==> src/sv/tsrt_pkg.sv <==
// ----------------------------------------------------------------------------
// tsrt_pkg
// types and codes shared by the time slot reservation table modules
// ----------------------------------------------------------------------------
package tsrt_pkg;

  localparam int unsigned TimeW = 62;
  localparam int unsigned AddrW = 48;

  typedef enum logic [1:0] {
    OP_RESERVE = 2'd0,
    OP_LOOKUP  = 2'd1,
    OP_POLL    = 2'd2,
    OP_ADD     = 2'd3
  } op_t;

  typedef enum logic [1:0] {
    ST_OK       = 2'd0,
    ST_PAST     = 2'd1,
    ST_CONFLICT = 2'd2,
    ST_FULL     = 2'd3
  } status_t;

  typedef enum logic [1:0] {
    PA_NONE  = 2'd0,
    PA_START = 2'd1,
    PA_WAIT  = 2'd2
  } poll_t;

  typedef struct packed {
    logic [1:0]       opcode;
    logic [TimeW-1:0] current_time;
    logic [AddrW-1:0] sender_address;
    logic [AddrW-1:0] receiver_address;
    logic [TimeW-1:0] wanted_start;
    logic [TimeW-1:0] wanted_length;
    logic             device_busy;
  } req_t;

  typedef struct packed {
    logic [1:0]       status;
    logic [TimeW-1:0] granted_start;
    logic             pair_found;
    logic [1:0]       poll_action;
    logic [TimeW-1:0] wait_delay;
    logic [TimeW-1:0] period_length;
    logic [AddrW-1:0] period_peer;
  } rsp_t;

  typedef enum logic [3:0] {
    S_IDLE,
    S_EXPIRE,
    S_SEARCH,
    S_SAT,
    S_CHECK,
    S_SHIFT,
    S_WRITE,
    S_LOOKUP,
    S_POLL,
    S_DONE
  } state_t;

  // controller to datapath
  typedef struct packed {
    logic load;       // capture request, clear scan
    logic scan_clr;   // restart scan index
    logic exp_step;   // one expiry compaction step
    logic exp_fin;    // commit compacted count
    logic srch_step;  // one gap search step
    logic sat;        // saturate idle, set store slot
    logic chk_step;   // one overlap check step
    logic shift_init; // position cursor at end of table
    logic shift_step; // move one entry up
    logic write;      // store new entry
    logic lkp_step;
    logic poll_step;
    logic finish;     // emit result
  } cmd_t;

  // datapath to controller
  typedef struct packed {
    logic       scan_end;   // scan index reached count
    logic       stop;       // current step ends the scan early
    logic       conflict;
    logic       full;
    logic       shift_done;
    logic [1:0] op;
    logic       past;
  } sts_t;

endpackage

==> src/sv/tsrt_ctrl.sv <==
// ----------------------------------------------------------------------------
// tsrt_ctrl
// sequencer stepping one operation through expiry, scan and store phases
// ----------------------------------------------------------------------------
module tsrt_ctrl (
  input  logic            clk,
  input  logic            rst,
  input  logic            start,
  output logic            busy,
  output tsrt_pkg::cmd_t  cmd,
  input  tsrt_pkg::sts_t  sts
);

  tsrt_pkg::state_t state, state_next;

  always_ff @(posedge clk) begin
    if (rst) begin
      state <= tsrt_pkg::S_IDLE;
    end else begin
      state <= state_next;
    end
  end

  always_comb begin
    state_next = state;
    unique case (state)
      tsrt_pkg::S_IDLE: begin
        if (start) state_next = tsrt_pkg::S_EXPIRE;
      end
      tsrt_pkg::S_EXPIRE: begin
        if (sts.scan_end) begin
          unique case (sts.op)
            tsrt_pkg::OP_RESERVE: state_next = sts.past ? tsrt_pkg::S_DONE : tsrt_pkg::S_SEARCH;
            tsrt_pkg::OP_LOOKUP:  state_next = tsrt_pkg::S_LOOKUP;
            tsrt_pkg::OP_POLL:    state_next = tsrt_pkg::S_POLL;
            default:              state_next = tsrt_pkg::S_SAT;
          endcase
        end
      end
      tsrt_pkg::S_SEARCH: begin
        if (sts.scan_end || sts.stop) state_next = tsrt_pkg::S_SAT;
      end
      tsrt_pkg::S_SAT: state_next = tsrt_pkg::S_CHECK;
      tsrt_pkg::S_CHECK: begin
        if (sts.conflict) state_next = tsrt_pkg::S_DONE;
        else if (sts.scan_end) state_next = sts.full ? tsrt_pkg::S_DONE : tsrt_pkg::S_SHIFT;
      end
      tsrt_pkg::S_SHIFT: begin
        if (sts.shift_done) state_next = tsrt_pkg::S_WRITE;
      end
      tsrt_pkg::S_WRITE: state_next = tsrt_pkg::S_DONE;
      tsrt_pkg::S_LOOKUP: begin
        if (sts.scan_end) state_next = tsrt_pkg::S_DONE;
      end
      tsrt_pkg::S_POLL: begin
        if (sts.scan_end || sts.stop) state_next = tsrt_pkg::S_DONE;
      end
      tsrt_pkg::S_DONE: state_next = tsrt_pkg::S_IDLE;
      default: state_next = tsrt_pkg::S_IDLE;
    endcase
  end

  always_comb begin
    cmd = '0;
    busy = (state != tsrt_pkg::S_IDLE);
    unique case (state)
      tsrt_pkg::S_IDLE:   cmd.load = start;
      tsrt_pkg::S_EXPIRE: begin
        cmd.exp_step = ~sts.scan_end;
        cmd.exp_fin  = sts.scan_end;
      end
      tsrt_pkg::S_SEARCH: cmd.srch_step = ~sts.scan_end & ~sts.stop;
      tsrt_pkg::S_SAT: begin
        cmd.sat = 1'b1;
        cmd.scan_clr = 1'b1;
      end
      tsrt_pkg::S_CHECK: begin
        cmd.chk_step = ~sts.scan_end;
        cmd.shift_init = sts.scan_end;
        cmd.finish = sts.conflict | (sts.scan_end & sts.full);
      end
      tsrt_pkg::S_SHIFT:  cmd.shift_step = ~sts.shift_done;
      tsrt_pkg::S_WRITE:  begin
        cmd.write = 1'b1;
        cmd.finish = 1'b1;
      end
      tsrt_pkg::S_LOOKUP: begin
        cmd.lkp_step = ~sts.scan_end;
        cmd.finish = sts.scan_end;
      end
      tsrt_pkg::S_POLL: begin
        cmd.poll_step = ~sts.scan_end;
        cmd.finish = sts.scan_end | sts.stop;
      end
      tsrt_pkg::S_DONE: cmd.finish = sts.past & (sts.op == tsrt_pkg::OP_RESERVE);
      default: cmd = '0;
    endcase
  end

endmodule

==> config.mk <==
export PLATFORM = sky130hd
export DESIGN_NAME = tsrt_ctrl
export DESIGN_NICKNAME = d
export VERILOG_FILES = /design/src/sv/tsrt_pkg.sv /design/src/sv/tsrt_ctrl.sv
export SDC_FILE = /design/constraint.sdc
export NUM_CORES = 1
export LEC_CHECK = 0
export ABC_CLOCK_PERIOD_IN_PS = 1600
export BUFFER_PORTS_ARGS = -buffer_cell sky130_fd_sc_hd__buf_2
export CORE_MARGIN = 10
export CORE_UTILIZATION = 30
export CTS_CLUSTER_SIZE = 24
export DETAILED_ROUTE_END_ITERATION = 7
export PLACE_DENSITY = 0.59
export SLEW_MARGIN = 20
export SYNTH_ARGS = -nofsm -noshare
export SYNTH_HDL_FRONTEND = slang
export SYNTH_SLANG_ARGS = --single-unit
==> constraint.sdc <==
create_clock -name clk -period 1.6 [get_ports clk]
set_input_delay 0.32 -clock clk [delete_from_list [all_inputs] [get_ports clk]]
set_output_delay 0.32 -clock clk [all_outputs]
set_load 0.02 [all_outputs]
### After elaboration in Yosys (flattened, before gate mapping)

Index checks and enable logic that the tools add are counted.

| cells by class | value |
|---|---|
| equality and inequality tests | 18 |
| mux-type cells | 22 |
| bitwise logic cells | 8 |
| reduce and logical (&&, ||, !) cells | 5 |

Operators with widths:

| cell | count |
|---|---|
| 4-bit 2-to-1 mux | 10 |
| 4-bit one-hot mux with 9 select lines | 1 |
| 4-bit by 3-bit equality test with 1-bit output, second input constant | 4 |
| 2-bit != test, second input constant | 6 |
| 4-bit one-hot mux with 3 select lines | 1 |
| 4-bit by 2-bit equality test with 1-bit output, second input constant | 2 |
| 4-bit equality test, second input constant | 2 |
| 1-bit 2-to-1 mux | 7 |
| 7-bit AND reduction | 1 |
| 1-bit one-hot mux with 5 select lines | 1 |
| 4-bit by 1-bit equality test with 1-bit output, second input constant | 1 |
| 4-bit logical NOT | 1 |
| 2-bit 2-to-1 mux | 2 |
| 4-bit nonzero test | 1 |
| 1-bit AND | 3 |
| 3-bit != test, second input constant | 1 |
| 1-bit inverter | 3 |
| 2-bit by 1-bit equality test with 1-bit output, second input constant | 1 |
| 2-bit equality test, second input constant | 1 |
| 2-bit logical NOT | 1 |
| 1-bit OR | 2 |
| 1-bit logical OR | 1 |

| storage, ports and cells | value |
|---|---|
| register bits after elaboration | 4 |
| output and inout port bits | 14 |

### Longest topological paths before layout

| depth | value |
|---|---|
| word-level depth | 4 |
| gate-level depth with buffers | 6 |
| depth with buffers taken out | 5 |

### Worst setup path before layout

Ideal clock, no wire load.

| timing path | value |
|---|---|
| path kind | flip-flop to output port |
| from | register state[2] |
| to | output port cmd[5] in the netlist's numbering |
| arrival | 1583 ps |
| required time | 1280 ps |
| path slack | -303 ps |
| cell stages (with the launch flop) | 4 |
| path buffers | 1 |
| cell sequence | dfxtp_1 buf_2 or2b_2 nor4b_1 |

RTL lines:

| element | RTL line | text |
|---|---|---|
| from (decl) | tsrt_ctrl.sv:14 | `tsrt_pkg::state_t state, state_next;` |
| from (signal assigned) | tsrt_ctrl.sv:18 | `state <= tsrt_pkg::S_IDLE;` |
| from (signal assigned) | tsrt_ctrl.sv:20 | `state <= state_next;` |
| to (decl) | tsrt_ctrl.sv:10 | `output tsrt_pkg::cmd_t cmd,` |

==> impl_metrics.py <==
metrics = {
    "worst_setup_path": {
        "cp-start-kind": "register",
        "arrival_ns": 1.47,
        "r2r-end": "state[1]",
        "startpoint": "state[3]",
        "reg2reg_from": "state[2]",
        "critPathCaptureType": "primary output",
        "cp_max_fo": 7,
        "worstSetupEndpoint": "cmd[0]",
        "rrSetupSlack_ns": -0.06,
        "critical_path_required_ns": 1.28,
        "worst-setup-path-type": "register to primary output",
        "rr_worst_depth": 8,
    },
    "sta": {
        "max_freq_ghz": 0.559,
        "worstMarginPinSlew_ns": 0.228,
        "maxSlewViolCount": 0,
        "hold_viol": 0,
        "finClkSkew_ns": 0.00111,
        "finalWorstSetupSlack_ns": -0.188,
        "setup_violations": 14,
        "relSlewSlack": 0.847,
        "rsz0062_at_grt": "true",
        "fin_crit_sh": 1.12,
        "period_minus_slack_ns": 1.79,
        "finalSetupTns_ns": -0.939,
    },
    "cts": {
        "cts.sinks": 4,
        "cts_buffers": 3,
        "cts_tree": "done",
        "cts.clk_slew.worst_paths_ns": 0.04,
        "postCtsHoldBufs": 0,
        "ctsHtreeMaxLevel": 1,
        "clk_path_buf_depth": 2,
        "clkLatencyLatePin_ns": 0.23,
        "root_buffer": "clkbuf_4",
    },
    "drt": {
        "drt_first_pass_iters": 4,
        "vias": 798,
        "first_iter_violations": 13,
        "wl_microns": 2200,
        "drc": 0,
        "wl_per_cell_microns": 14.4,
        "antenna_left": 0,
        "routed_via_density": 5.22,
    },
    "power": {
        "cellLeakagePower_uw": 0.000469,
        "p_per_area_nw_per_um2": 1530,
        "power_uw": 1620,
        "vdd.ir_drop.worst_mv": 0.733,
    },
    "floorplan": {
        "core_sq_um": 1750,
        "fp.dieH_microns": 63.2,
        "io_pins": 25,
        "initial_utilization": 0.320,
        "rows": 15,
        "die_area_sq_um": 3990,
        "dieWidth_microns": 63.2,
    },
    "global_route": {
        "met3_usage": 0.0300,
        "antenna_found_initial": 0,
        "gr-usage-met2": 0.173,
        "grtUsageMet1": 0.136,
        "grt.busiest_layer": "met2",
        "first_global_vias": 831,
        "grt_pass1_wl_microns": 3710,
        "grt_usage": 0.107,
        "overflow": 0,
        "grt_max_degree": 10,
    },
    "cells_and_area": {
        "largest_reg_flops": 4,
        "fill_cells": 162,
        "antennaDiodeCount": 0,
        "multi_input_area_sq_um": 509,
        "nets": 141,
        "top_register": "state",
        "largest_registers": "state: 4 flops",
        "drive_gt1_frac": 0.633,
        "seqCellArea_sq_um": 92.6,
        "synthToLayoutAreaGrowth_pct": 89.0,
    },
    "synthesis": {
        "async_flop_share": 0,
        "synthTopCellsByArea": "dfxtp_1 14%, nor3_1 5.4%, o21ai_0 5.4%",
        "seq_area_frac_synth": 0.143,
        "syn_nets": 94,
        "ys_dominant_reg_cell": "dfxtp_1",
        "syn-cell-area_sq_um": 559,
        "yosys_warnings": 0,
        "synth_top_area_frac": 0.143,
        "yosys.area.top_type": "dfxtp_1",
        "synthCells": 83,
        "syn_avg_cell_area_sq_um": 6.74,
        "synth-edff-count": 0,
        "synth_seq_cells": 4,
        "ys_types": 41,
    },
    "hold_path": {
        "min_path_type": "primary input to register",
        "min_path_cells": 2,
        "worstHoldStart": "rst",
    },
    "place": {
        "gp_congestion": 0.851,
        "io_buffers": 24,
        "hpwl_microns": 1710,
    },
    "run_status": {
        "violations": "setup timing",
        "status": "complete, but fails checks",
    },
    "flow_run": {
        "cap_violations": 0,
    },
}
==> metal layers <==
metal  vias up  part of all wire
li1        395                 -
met1       372              0.48
met2        29              0.48
met3         2             0.038
met4         0            0.0046
met5         -                 0
==> synth_stat cells (all sizes together) (2+ instances only) <==
cell and number:
a21oi 6, nand2b 2, o211ai 3, nor3b 2, clkbuf 3, nor2 9
or3 2, nand2 6, nor2b 2, a41oi 2, o21ai 7, buf 4
or2b 2, inv 5, dfxtp 4, nor3 6, and3 3, o32a 2
==> metrics by stage <==
stage               utilization  std cells  hold slack (ns)  area [sq um]  worst slack (ns)
global placement          0.473        143            0.546           826          -0.00901
floorplan                     -         83            0.382           586           -0.0325
detailed placement        0.473        143            0.560           826           -0.0331
global route              0.606        153            0.326          1060            -0.242
CTS                       0.555        148            0.310           968            -0.186
finish                    0.606        153            0.307          1060            -0.188
==> worst max-delay path: stages, from the launching register on <==
cell	delay (ns)
dfxtp_4	0.35
nand2b_4	0.15
nor2_2	0.07
a21oi_1	0.04
o32a_1	0.28
o211ai_1	0.18
buf_4	0.17
==> kinds of logic after synthesis <==
group,Yosys count,share of synthesized area
simple gates,41,0.414
mux,1,0.0201
compound gates,25,0.311
buf+inv,12,0.112
flops,4,0.143
==> cells in the final DEF, fill, tap and decap left out, types with 2 or more instances in the layout <==
cell,synthesis,final
a41oi_1,2,2
nor3_2,0,3
nand2_1,5,3
nor2_4,0,3
buf_2,1,12
o211ai_1,2,2
and3_4,0,2
dfxtp_4,0,3
o21ai_1,1,3
nor2_2,1,2
inv_1,5,5
clkbuf_4,0,3
nor2_1,8,4
nor3_1,6,3
buf_6,1,12
buf_4,2,25
nand2_2,1,3
o21ai_0,6,4
a21oi_1,5,5
==> final cells by class <==
| class | count | share of cell area |
|---|---|---|
| Multi-Input combinational cell | 67 | 0.482 |
| Sequential cell | 4 | 0.0876 |
| Timing Repair Buffer | 49 | 0.362 |
| Inverter | 5 | 0.0178 |
| Clock buffer | 3 | 0.0213 |
| Tap cell | 25 | 0.0296 |
==> how the worst min path moves through the flow <==
| stage | to | slack (ns) |
|---|---|---|
| after floorplan | state[1] | 0.38 |
| after global placement | state[1] | 0.55 |
| after detailed placement | state[1] | 0.56 |
| after CTS | state[1] | 0.31 |
| after global routing | state[1] | 0.33 |
| final | state[1] | 0.31 |
==> report_power, final <==
| part | leakage (uW) | total, uW | internal, uW | switching (uW) |
|---|---|---|---|---|
| logic | 0.000420 | 1310 | 682 | 627 |
| registers | 0.0000353 | 190 | 143 | 46.7 |
| clock network | 0.0000138 | 119 | 83.5 | 35.9 |
==> what timing repair did <==
item                       in CTS  in global routing
setup endpoints to repair      16                 18
buffers inserted                2                  5
gates resized for setup        35                 15
pin swaps                       2                  7
Power figures use the tool's default switching activity.
